<file path="src/hw/rtl/irfn_pkg.sv">
package irfn_pkg;

    // Default sizes of the frame store
    localparam int MAX_WIDTH_DEF  = 1024;
    localparam int MAX_HEIGHT_DEF = 1024;
    localparam int PIXEL_BITS_DEF = 16;

    // Fixed field widths
    localparam int PIX_W     = 16;
    localparam int MODE_W    = 3;
    localparam int DIM_CFG_W = 11;
    localparam int TONE_W    = 16;
    localparam int CFG_W     = 16;
    localparam int CFG_IDX_W = 2;

    // Register reset values
    localparam logic [MODE_W-1:0]    MODE_RST     = 3'd0;
    localparam logic [DIM_CFG_W-1:0] WIDTH_RST    = 11'd1024;
    localparam logic [DIM_CFG_W-1:0] HEIGHT_RST   = 11'd1024;
    localparam logic [TONE_W-1:0]    MAX_TONE_RST = 16'd255;

    // Transform modes; codes above MODE_NEGATIVE pass pixels through
    localparam logic [MODE_W-1:0] MODE_ROT_CW    = 3'd0;
    localparam logic [MODE_W-1:0] MODE_ROT_CCW   = 3'd1;
    localparam logic [MODE_W-1:0] MODE_MIRROR_V  = 3'd2;
    localparam logic [MODE_W-1:0] MODE_MIRROR_H  = 3'd3;
    localparam logic [MODE_W-1:0] MODE_NEGATIVE  = 3'd4;

    // Request types
    localparam logic REQ_LOAD  = 1'b0;
    localparam logic REQ_FETCH = 1'b1;

    typedef enum logic [CFG_IDX_W-1:0] {
        CFG_MODE,
        CFG_WIDTH,
        CFG_HEIGHT,
        CFG_MAX_TONE
    } cfg_idx_t;

    typedef enum logic [1:0] {
        ST_IDLE,
        ST_MUL,
        ST_READ,
        ST_OUT
    } state_t;

    typedef struct packed {
        logic             req_type;
        logic [PIX_W-1:0] pixel;
    } req_t;

    typedef struct packed {
        logic [PIX_W-1:0] pixel_out;
        logic             row_end;
        logic             frame_end;
        logic             status;
    } result_t;

    typedef struct packed {
        logic load;
        logic fetch;
        logic err;
        logic mul;
        logic rd;
        logic out;
    } cmd_t;

    typedef struct packed {
        logic frame_ready;
    } status_t;

endpackage

</file>
<file path="src/hw/rtl/irfn_ctrl.sv">
module irfn_ctrl
    import irfn_pkg::*;
(
    input  logic    clk,
    input  logic    rst_n,
    input  logic    start,
    input  logic    req_type,
    input  status_t stat,
    output cmd_t    cmd,
    output logic    busy
);

    state_t state_reg;
    state_t state_next;

    always_ff @(posedge clk or negedge rst_n)
    begin
        if (!rst_n)
        begin
            state_reg <= ST_IDLE;
        end
        else
        begin
            state_reg <= state_next;
        end
    end

    always_comb
    begin
        state_next = state_reg;
        cmd        = '0;
        unique case (state_reg)
            ST_IDLE:
            begin
                if (start)
                begin
                    if (req_type == REQ_LOAD)
                    begin
                        cmd.load = 1'b1;
                    end
                    else if (stat.frame_ready)
                    begin
                        cmd.fetch  = 1'b1;
                        state_next = ST_MUL;
                    end
                    else
                    begin
                        cmd.err = 1'b1;
                    end
                end
            end
            ST_MUL:
            begin
                cmd.mul    = 1'b1;
                state_next = ST_READ;
            end
            ST_READ:
            begin
                cmd.rd     = 1'b1;
                state_next = ST_OUT;
            end
            ST_OUT:
            begin
                cmd.out    = 1'b1;
                state_next = ST_IDLE;
            end
            default:
            begin
                state_next = ST_IDLE;
            end
        endcase
    end

    assign busy = (state_reg != ST_IDLE);

endmodule

</file>
<file path="config.mk">
export PLATFORM = sky130hd
export DESIGN_NAME = irfn_ctrl
export DESIGN_NICKNAME = d
export VERILOG_FILES = /design/src/hw/rtl/irfn_pkg.sv /design/src/hw/rtl/irfn_ctrl.sv
export SDC_FILE = /design/constraint.sdc
export NUM_CORES = 1
export LEC_CHECK = 0
export BUFFER_PORTS_ARGS = -buffer_cell sky130_fd_sc_hd__buf_2
export CAP_MARGIN = 20
export CORE_AREA = 2 2 39 41
export CTS_BUF_LIST = sky130_fd_sc_hd__clkbuf_4 sky130_fd_sc_hd__clkbuf_8
export DETAILED_ROUTE_END_ITERATION = 8
export DIE_AREA = 0 0 41 43
export HOLD_SLACK_MARGIN = 0.08
export SLEW_MARGIN = 10
export SYNTH_ARGS = -nofsm -noshare
export SYNTH_HDL_FRONTEND = slang
export SYNTH_SLANG_ARGS = --single-unit
</file>
<file path="constraint.sdc">
create_clock -name clk -period 1.35 [get_ports clk]
set_input_delay 0.135 -clock clk [delete_from_list [all_inputs] [get_ports clk]]
set_output_delay 0.135 -clock clk [all_outputs]
set_load 0.01 [all_outputs]
</file>
==> results of run 1 <==
## cells by family (layout without fill, tap and decap cells)
logic type / after synthesis / in the layout / share of synthesized area [%]
muxes: 1 / 1 / 7.64
buffers and inverters: 5 / 25 / 9.56
AOI/OAI and AO/OA: 3 / 3 / 15.9
DFF: 2 / 2 / 25.5
and+or+nand+nor: 4 / 4 / 9.56
adders and majority gates: 5 / 5 / 31.8
## critical path, delay by kind of cell, from the launching register on
family | cells | cell delay (ps)
adder cells (fa/ha/maj) | 1 | 170
flip-flops | 1 | 380
buffers and inverters | 2 | 270
AO/OA/AOI/OAI | 1 | 360
## synthesized netlist by cell type (all sizes together)
| master | instances | area share (%) |
|---|---|---|
| a21oi | 1 | 4.5 |
| ha | 5 | 32 |
| a21boi | 1 | 5.7 |
| inv | 5 | 9.6 |
| mux2 | 1 | 7.6 |
| dfrtp | 2 | 25 |
| and3 | 1 | 3.2 |
| nor2 | 2 | 3.8 |
| o32a | 1 | 5.7 |
| nand3 | 1 | 2.5 |
## metal layers
layer  up-vias  track usage (%)  part of all wire, %  routed length, um
li1        104                -                    -                  -
met1        87             7.72                   44                222
met2        12             7.50                   42                212
met3         0             6.28                   14                 69
met4         0             4.00                    0                  0
met5         -                0                    0                  0
## worst paths after layout
kind / start / end / slack (ps) / cells past startpoint
worst max-delay path: state_reg[1] / state_reg[0] / 30 / 4
worst min-delay path: rst_n / state_reg[1] / 230 / 2
worst max register to register: state_reg[1] / state_reg[0] / 30 / 4
worst min register to register: state_reg[0] / state_reg[0] / 630 / 2
max in group asynchronous: rst_n / state_reg[0] / 1010 / 2
min in group clk: start / state_reg[0] / 370 / 3
## per-stage QoR
step                worst slack (ps)  power, mW
floorplan                       13.0      0.416
global placement                13.1      0.570
detailed placement             -1.22      0.580
CTS                             1.83      0.772
global route                   -40.3      0.936
finish                          31.1      0.849
## power by group
| part | switching, mW | internal [mW] |
|---|---|---|
| Combinational | 0.257 | 0.346 |
| Sequential | 0.0217 | 0.0953 |
| Clock | 0.0313 | 0.0978 |
## layout make-up
class / instances / share of cell area, %
inverters: 5 / 4.97
repair buffers: 17 / 28.8
clock buffers: 3 / 5.96
flip-flops and latches: 2 / 13.2
well taps: 16 / 5.30
multi-input cells: 13 / 41.7
## timing repair
action | 4_1_cts | 5_1_grt
endpoints found under the hold margin | 2 | 0
gates resized for setup | 3 | 5
pin swaps | 0 | 3
setup buffers | 1 | 2
endpoints found under the setup margin | 4 | 3
hold buffers | 1 | 0
==> flow_metrics.tcl, run 1 <==
set metrics [dict create \
    status "complete, no violations" \
    multiInputGateArea_um2 158 \
    syn_inst 20 \
    worst-slew-pin-transition_ps 137 \
    fin_area_um2 378 \
    synthDistinctLibCells 10 \
    fp.dieArea_um2 1760 \
    worstPathArrival_ps 1410 \
    ctsLongestPathBuffers 2 \
    grt_pass1_vias 170 \
    synth-seq-cells 2 \
    cp.required_ps 1440 \
    port_buffers 11 \
    layoutNonFillerInstCount 56 \
    drt-vias-per-instance 3.63 \
    htreeDepth 1 \
    power_density_nw_per_um2 2250 \
    report.final.hold_viol_count 0 \
    gp_congestion 0.638 \
    dr.pass1.iters 1 \
    ant_nets 0 \
    slew_viol_final 0 \
    ir_worst_vdd_mv 0.960 \
    finalSetupViolCount 0 \
    worstSetupEndpointType "register" \
    cp_common_cell "buf_4" \
    synth-seq-area-share_pct 25.5 \
    syn_area_per_cell_um2 9.82 \
    grt_pass1_wl_um 696 \
    syn_area_um2 196 \
    holdCritPathClass "in2async" \
    startpoint_type "register" \
    initial_core_util_pct 14.2 \
    fin_worst_skew_ps 3.99 \
    cap_viol_max_count 0 \
    clk_pin_slew_ps 30 \
    power_leakage_nw 0.205 \
    drt_wl_total_um 504 \
    cts_buffers 3 \
    antenna_found_initial 0 \
    hold_ws_ps 233 \
    cpPeakStageDelay_ps 380 \
    grt.total_usage_pct 6.63 \
    io_pins 12 \
    fill_cells 144 \
    syn2layout_area_growth_pct 92.4 \
    cts-root-buf "clkbuf_4" \
    dr.first_iter.drc_count 0 \
    final_core_utilization_pct 27.3 \
    clock_latency_ps 220 \
    seq_area_um2 50.0 \
    rows 14 \
    vias 203 \
    grt_start_max_net_pins 5 \
    dieHeight_um 43 \
    slew_headroom_pct 90.9 \
    cts_tree "built" \
    period_minus_slack_ps 1320 \
    drc 0 \
    yosysWarnings 0 \
    worstPathCellList "buf_4 -> buf_4 -> ha_2 -> o32a_2" \
    place_inst 49 \
    clkSinkCount 2 \
    critPathSlowestCell "dfrtp_1" \
    dp.final_hpwl_um 388 \
    critPathMaxFanout 3 \
    final_common_cell "buf_2" \
    critPathKind "reg2reg" \
    drive_gt1_share_pct 72.5 \
    fin_crit_sh_pct 97.7 \
    fmax_mhz 758 \
    nNetsFinal 52 \
    synth_nets 30 \
    die_w_um 41 \
    largest_register_ffs 2 \
    wl_per_cell_um 9.00 \
    fin_tns_setup_ps 0 \
    core_um2 1380 \
    rsz0062_at_grt "yes" \
    antennaDiodeCount 0 \
    grt-ovfl-total 0 \
    most-common-layout-cells "buf_2 (10), buf_4 (5), inv_1 (3), clkbuf_4 (3)" \
    placed_area_um2 287 \
]
Note: power is estimated with default switching activity, not from simulation.
==> inputs of run 2 (changes only) <==
Settings changed: ABC_AREA set to 1.
==> flow_metrics.tcl, run 2 <==
set metrics [dict create \
    fin_tns_setup_ps 0 \
    grt_pass1_wl_um 724 \
    ir_worst_vdd_mv 0.826 \
    grt_pass1_vias 202 \
    placed_area_um2 287 \
    drt_wl_total_um 533 \
    cp.required_ps 1220 \
    fin_area_um2 382 \
    clock_latency_ps 220 \
    grt_start_max_net_pins 4 \
    cts-root-buf "clkbuf_4" \
    grt-ovfl-total 0 \
    yosysWarnings 0 \
    cts_tree "built" \
    ff2ff_setup_slack_ps 230 \
    fp.dieArea_um2 1760 \
    synth_top_area_share_pct 30.7 \
    drive_gt1_share_pct 63.3 \
    synthDistinctLibCells 9 \
    dr.first_iter.drc_count 2 \
    synth_top_area_cell "ha_1" \
    cap_viol_max_count 0 \
    power_leakage_nw 0.221 \
    dr.pass1.iters 4 \
    clkSinkCount 2 \
    slew_headroom_pct 91.7 \
    core_um2 1380 \
    critPathKind "reg2out" \
    r2r-start "state_reg[0]" \
    holdCritPathClass "in2async" \
    fin_crit_sh_pct 97.0 \
    report.final.hold_viol_count 0 \
    port_buffers 11 \
    synth_commonest_cells "nand2_1 (7), ha_1 (5), inv_1 (5), nand2_2 (3)" \
    syn_inst 28 \
    syn2layout_area_growth_pct 87.1 \
    slew_viol_final 0 \
    ys.flop_type "dfrtp_1" \
    syn_area_per_cell_um2 7.28 \
    most-common-layout-cells "buf_2 (11), nand2_1 (6), buf_4 (6)" \
    worst-r2r-cell-count 7 \
    antennaDiodeCount 0 \
    pre_cts_ws_ps 106 \
    drc 0 \
    vias 243 \
    syn_area_um2 204 \
    status "complete, no violations" \
    worstSetupEndpointType "primary output" \
    async_flop_share_pct 100 \
    gp_congestion 0.599 \
    dieHeight_um 43 \
    finalPower_mw 0.848 \
    finalSetupViolCount 0 \
    place_inst 56 \
    rows 14 \
    synth_enable_flop_cells 0 \
    synth.most_common_cell "nand2_1" \
    hold_ws_ps 221 \
    fmax_mhz 764 \
    initial_core_util_pct 14.7 \
    ant_nets 0 \
    ctsLongestPathBuffers 2 \
    fin_worst_skew_ps 2.08 \
    synth-seq-area-share_pct 24.5 \
    largest_register_ffs 2 \
    power_density_nw_per_um2 2220 \
    nNetsFinal 61 \
    worst-slew-pin-transition_ps 124 \
    synth-seq-cells 2 \
    synth_nets 38 \
    final_common_cell "buf_2" \
    startpoint_type "register" \
    clk_pin_slew_ps 30 \
    dp.final_hpwl_um 354 \
    ys_top_cells_by_area "ha_1 (31%), dfrtp_1 (25%), nand2_1 (13%), inv_1 (9.2%), nand2_2 (9.2%)" \
    critPathMaxFanout 3 \
    rsz0062_at_grt "yes" \
    timing.rr.end "state_reg[1]" \
    io_pins 12 \
    wl_per_cell_um 8.20 \
    htreeDepth 1 \
    cts_buffers 3 \
    layoutNonFillerInstCount 65 \
    die_w_um 41 \
    antenna_found_initial 0 \
    period_minus_slack_ps 1310 \
    setup_ws_ps 40.4 \
    grt.total_usage_pct 6.63 \
    drt-vias-per-instance 3.74 \
    worstPathArrival_ps 1170 \
    final_core_utilization_pct 27.6 \
]
run 2: cell types whose count changed after synthesis, sizes merged:
| cell | before | now |
|---|---|---|
| nand2 | 0 | 10 |
| nor3 | 0 | 2 |
| a21boi | 1 | 0 |
| a21oi | 1 | 0 |
| and3 | 1 | 0 |
| inv | 5 | 6 |
| mux2 | 1 | 0 |
| nand3 | 1 | 2 |
| nor2 | 2 | 1 |
| o32a | 1 | 0 |
run 2: metal layers:
metal	wire [um]	GRT usage [%]
met2	288	10.0
met5	0	0
met3	30	1.57
met1	215	6.11
met4	0	8.00
run 2: cell families (layout without fill, tap and decap cells):
logic type | after synthesis | after routing | synth area share [%]
simple gates | 15 | 15 | 33.7
buf+inv | 6 | 27 | 11.0
fa+ha+maj | 5 | 5 | 30.7
flops | 2 | 2 | 24.5
run 2: repair_timing:
item,CTS,global route
endpoints found under the setup margin,3,3
setup buffers,2,3
pin swaps,0,1
resized for setup,4,4
hold buffers,1,0
gates cloned,0,0
hold endpoints to repair,2,0
run 2: final cells by class:
cell class,instances,area (um2)
multi-input cells,20,156
well taps,16,20.0
repair buffers,18,110
clock buffers,3,22.5
flip-flops and latches,2,50.0
fillers,153,1000
inverters,6,22.5
run 2: worst max path at each step:
stage            startpoint  endpoint  cells after the start
5_1_grt        state_reg[1]    cmd[4]                      5
3_5_place_dp   state_reg[1]    cmd[4]                      5
3_3_place_gp   state_reg[1]    cmd[4]                      5
6_report       state_reg[1]    cmd[4]                      5
2_1_floorplan  state_reg[0]    cmd[4]                      4
4_1_cts        state_reg[1]    cmd[4]                      5
run 2: where the power goes:
part / switching (mW) / internal (mW)
Sequential: 0.0214 / 0.0940
Combinational: 0.306 / 0.293
Clock: 0.0348 / 0.0981
run 2: critical path, cell delays in order, from the launching register on:
cell	delay, ps
dfrtp_1	380
inv_2	100
ha_4	160
inv_2	40
nor3_2	130
buf_2	140
==> inputs of run 3 (changes only) <==
Settings changed: SETUP_SLACK_MARGIN set to 0.15.
==> flow_metrics.tcl, run 3 (synthesis results as in run 2) <==
set metrics [dict create \
    core_um2 1380 \
    slew_viol_final 0 \
    dieHeight_um 43 \
    startpoint_type "register" \
    critPathMaxFanout 3 \
    report.final.hold_viol_count 0 \
    cp.required_ps 1220 \
    vias 241 \
    critPathKind "reg2out" \
    cpPeakStageDelay_ps 380 \
    fin_crit_sh_pct 95.4 \
    io_pins 12 \
    dp.final_hpwl_um 354 \
    clkSinkCount 2 \
    power_leakage_nw 0.220 \
    dr.pass1.iters 1 \
    dr.first_iter.drc_count 0 \
    antenna_found_initial 0 \
    timing.rr.end "state_reg[0]" \
    place_inst 56 \
    syn2layout_area_growth_pct 95.7 \
    rows 14 \
    ir_worst_vdd_mv 0.853 \
    ant_nets 0 \
    gp_congestion 0.599 \
    drc 0 \
    drt_wl_total_um 541 \
    initial_core_util_pct 14.7 \
    most-common-layout-cells "buf_2 (11), nand2_1 (6), buf_4 (6)" \
    layoutNonFillerInstCount 65 \
    slew_headroom_pct 92.0 \
    largest_register_ffs 2 \
    grt-ovfl-total 0 \
    final_common_cell "buf_2" \
    fin_worst_skew_ps 2.08 \
    period_minus_slack_ps 1290 \
    cts_buffers 3 \
    setup_ws_ps 62.2 \
    fin_area_um2 399 \
    die_w_um 41 \
    rsz0062_at_grt "yes" \
    critPathSlowestCell "dfrtp_1" \
    wl_per_cell_um 8.32 \
    met1_length_um 220 \
    wl_met3_um 34 \
    fin_tns_setup_ps 0 \
    drt-vias-per-instance 3.71 \
    worstSetupEndpointType "primary output" \
    antennaDiodeCount 0 \
    pre_cts_ws_ps 106 \
    clk_pin_slew_ps 30 \
    worstPathArrival_ps 1150 \
    worst-r2r-cell-count 7 \
    port_buffers 11 \
    htreeDepth 1 \
    cts_tree "built" \
    fmax_mhz 777 \
    ctsLongestPathBuffers 2 \
    worst-slew-pin-transition_ps 120 \
    r2r-start "state_reg[0]" \
    finalSetupViolCount 0 \
    nNetsFinal 61 \
    top_layer_used "met3" \
    holdCritPathClass "in2async" \
    grt_start_max_net_pins 4 \
    cap_viol_max_count 0 \
    wl_met2_um 287 \
    grt_pass1_vias 232 \
    cts-root-buf "clkbuf_4" \
    grt_pass1_wl_um 828 \
    final_core_utilization_pct 28.8 \
    grt.total_usage_pct 7.63 \
    placed_area_um2 287 \
    ff2ff_setup_slack_ps 280 \
    fp.dieArea_um2 1760 \
    clock_latency_ps 220 \
    worstPathCellList "inv_2 -> ha_4 -> inv_4 -> nor3_2 -> buf_2" \
    power_density_nw_per_um2 2260 \
    fill_cells 150 \
    status "complete, no violations" \
    drive_gt1_share_pct 67.3 \
]
[run 3: changes by cell type in the layout (fill, tap and decap cells not counted)]
| cell | before | now |
|---|---|---|
| ha_1 | 4 | 2 |
| ha_2 | 0 | 1 |
| ha_4 | 1 | 2 |
| inv_2 | 4 | 3 |
| inv_4 | 0 | 1 |
[run 3: worst max-delay path by stage]
stage | cells past startpoint | from | slack [ps] | to
3_5_place_dp | 5 | state_reg[1] | 110 | cmd[4]
4_1_cts | 5 | state_reg[1] | 40 | cmd[3]
3_3_place_gp | 5 | state_reg[1] | 120 | cmd[4]
2_1_floorplan | 4 | state_reg[0] | 180 | cmd[4]
5_1_grt | 5 | state_reg[0] | -20 | cmd[4]
6_report | 5 | state_reg[0] | 60 | cmd[4]
[run 3: power breakdown]
group          leakage, nW  total, mW  internal, mW  switching [mW]
registers           0.0243      0.115        0.0940          0.0208
logic                0.182      0.656         0.326           0.330
clock network       0.0138      0.133        0.0981          0.0348
[run 3: area by class of cell]
class	count	area (um2)	area share, %
Clock buffer	3	22.5	5.64
Inverter	6	25.0	6.27
Multi-Input combinational cell	20	171	42.9
Sequential cell	2	50.0	12.5
Tap cell	16	20.0	5.02
Timing Repair Buffer	18	110	27.6
[run 3: stage by stage]
step / power (mW) / hold slack [ps]
after floorplan: 0.408 / -161
after global placement: 0.537 / -78.0
after detailed placement: 0.545 / -77.7
after CTS: 0.865 / 212
after global routing: 1.00 / 218
final: 0.904 / 221
[run 3: timing repair]
item                                    CTS  global route
hold buffers                              1             0
endpoints found under the setup margin    4             7
hold endpoints to repair                  2             0
pin swaps                                 2             2
setup buffers                             4             1
resized for setup                         8             4
[run 3: routing by layer]
layer,GRT usage (%),vias up
li1,-,127
met1,7.07,105
met2,12.2,9
met3,1.57,0
met4,8.00,0
met5,0,-
[run 3: critical path: cells and delay by family, from the launching register on]
family        cells  cell delay, ps
buf+inv           3             270
flops             1             380
simple gates      1             120
fa+ha+maj         1             160
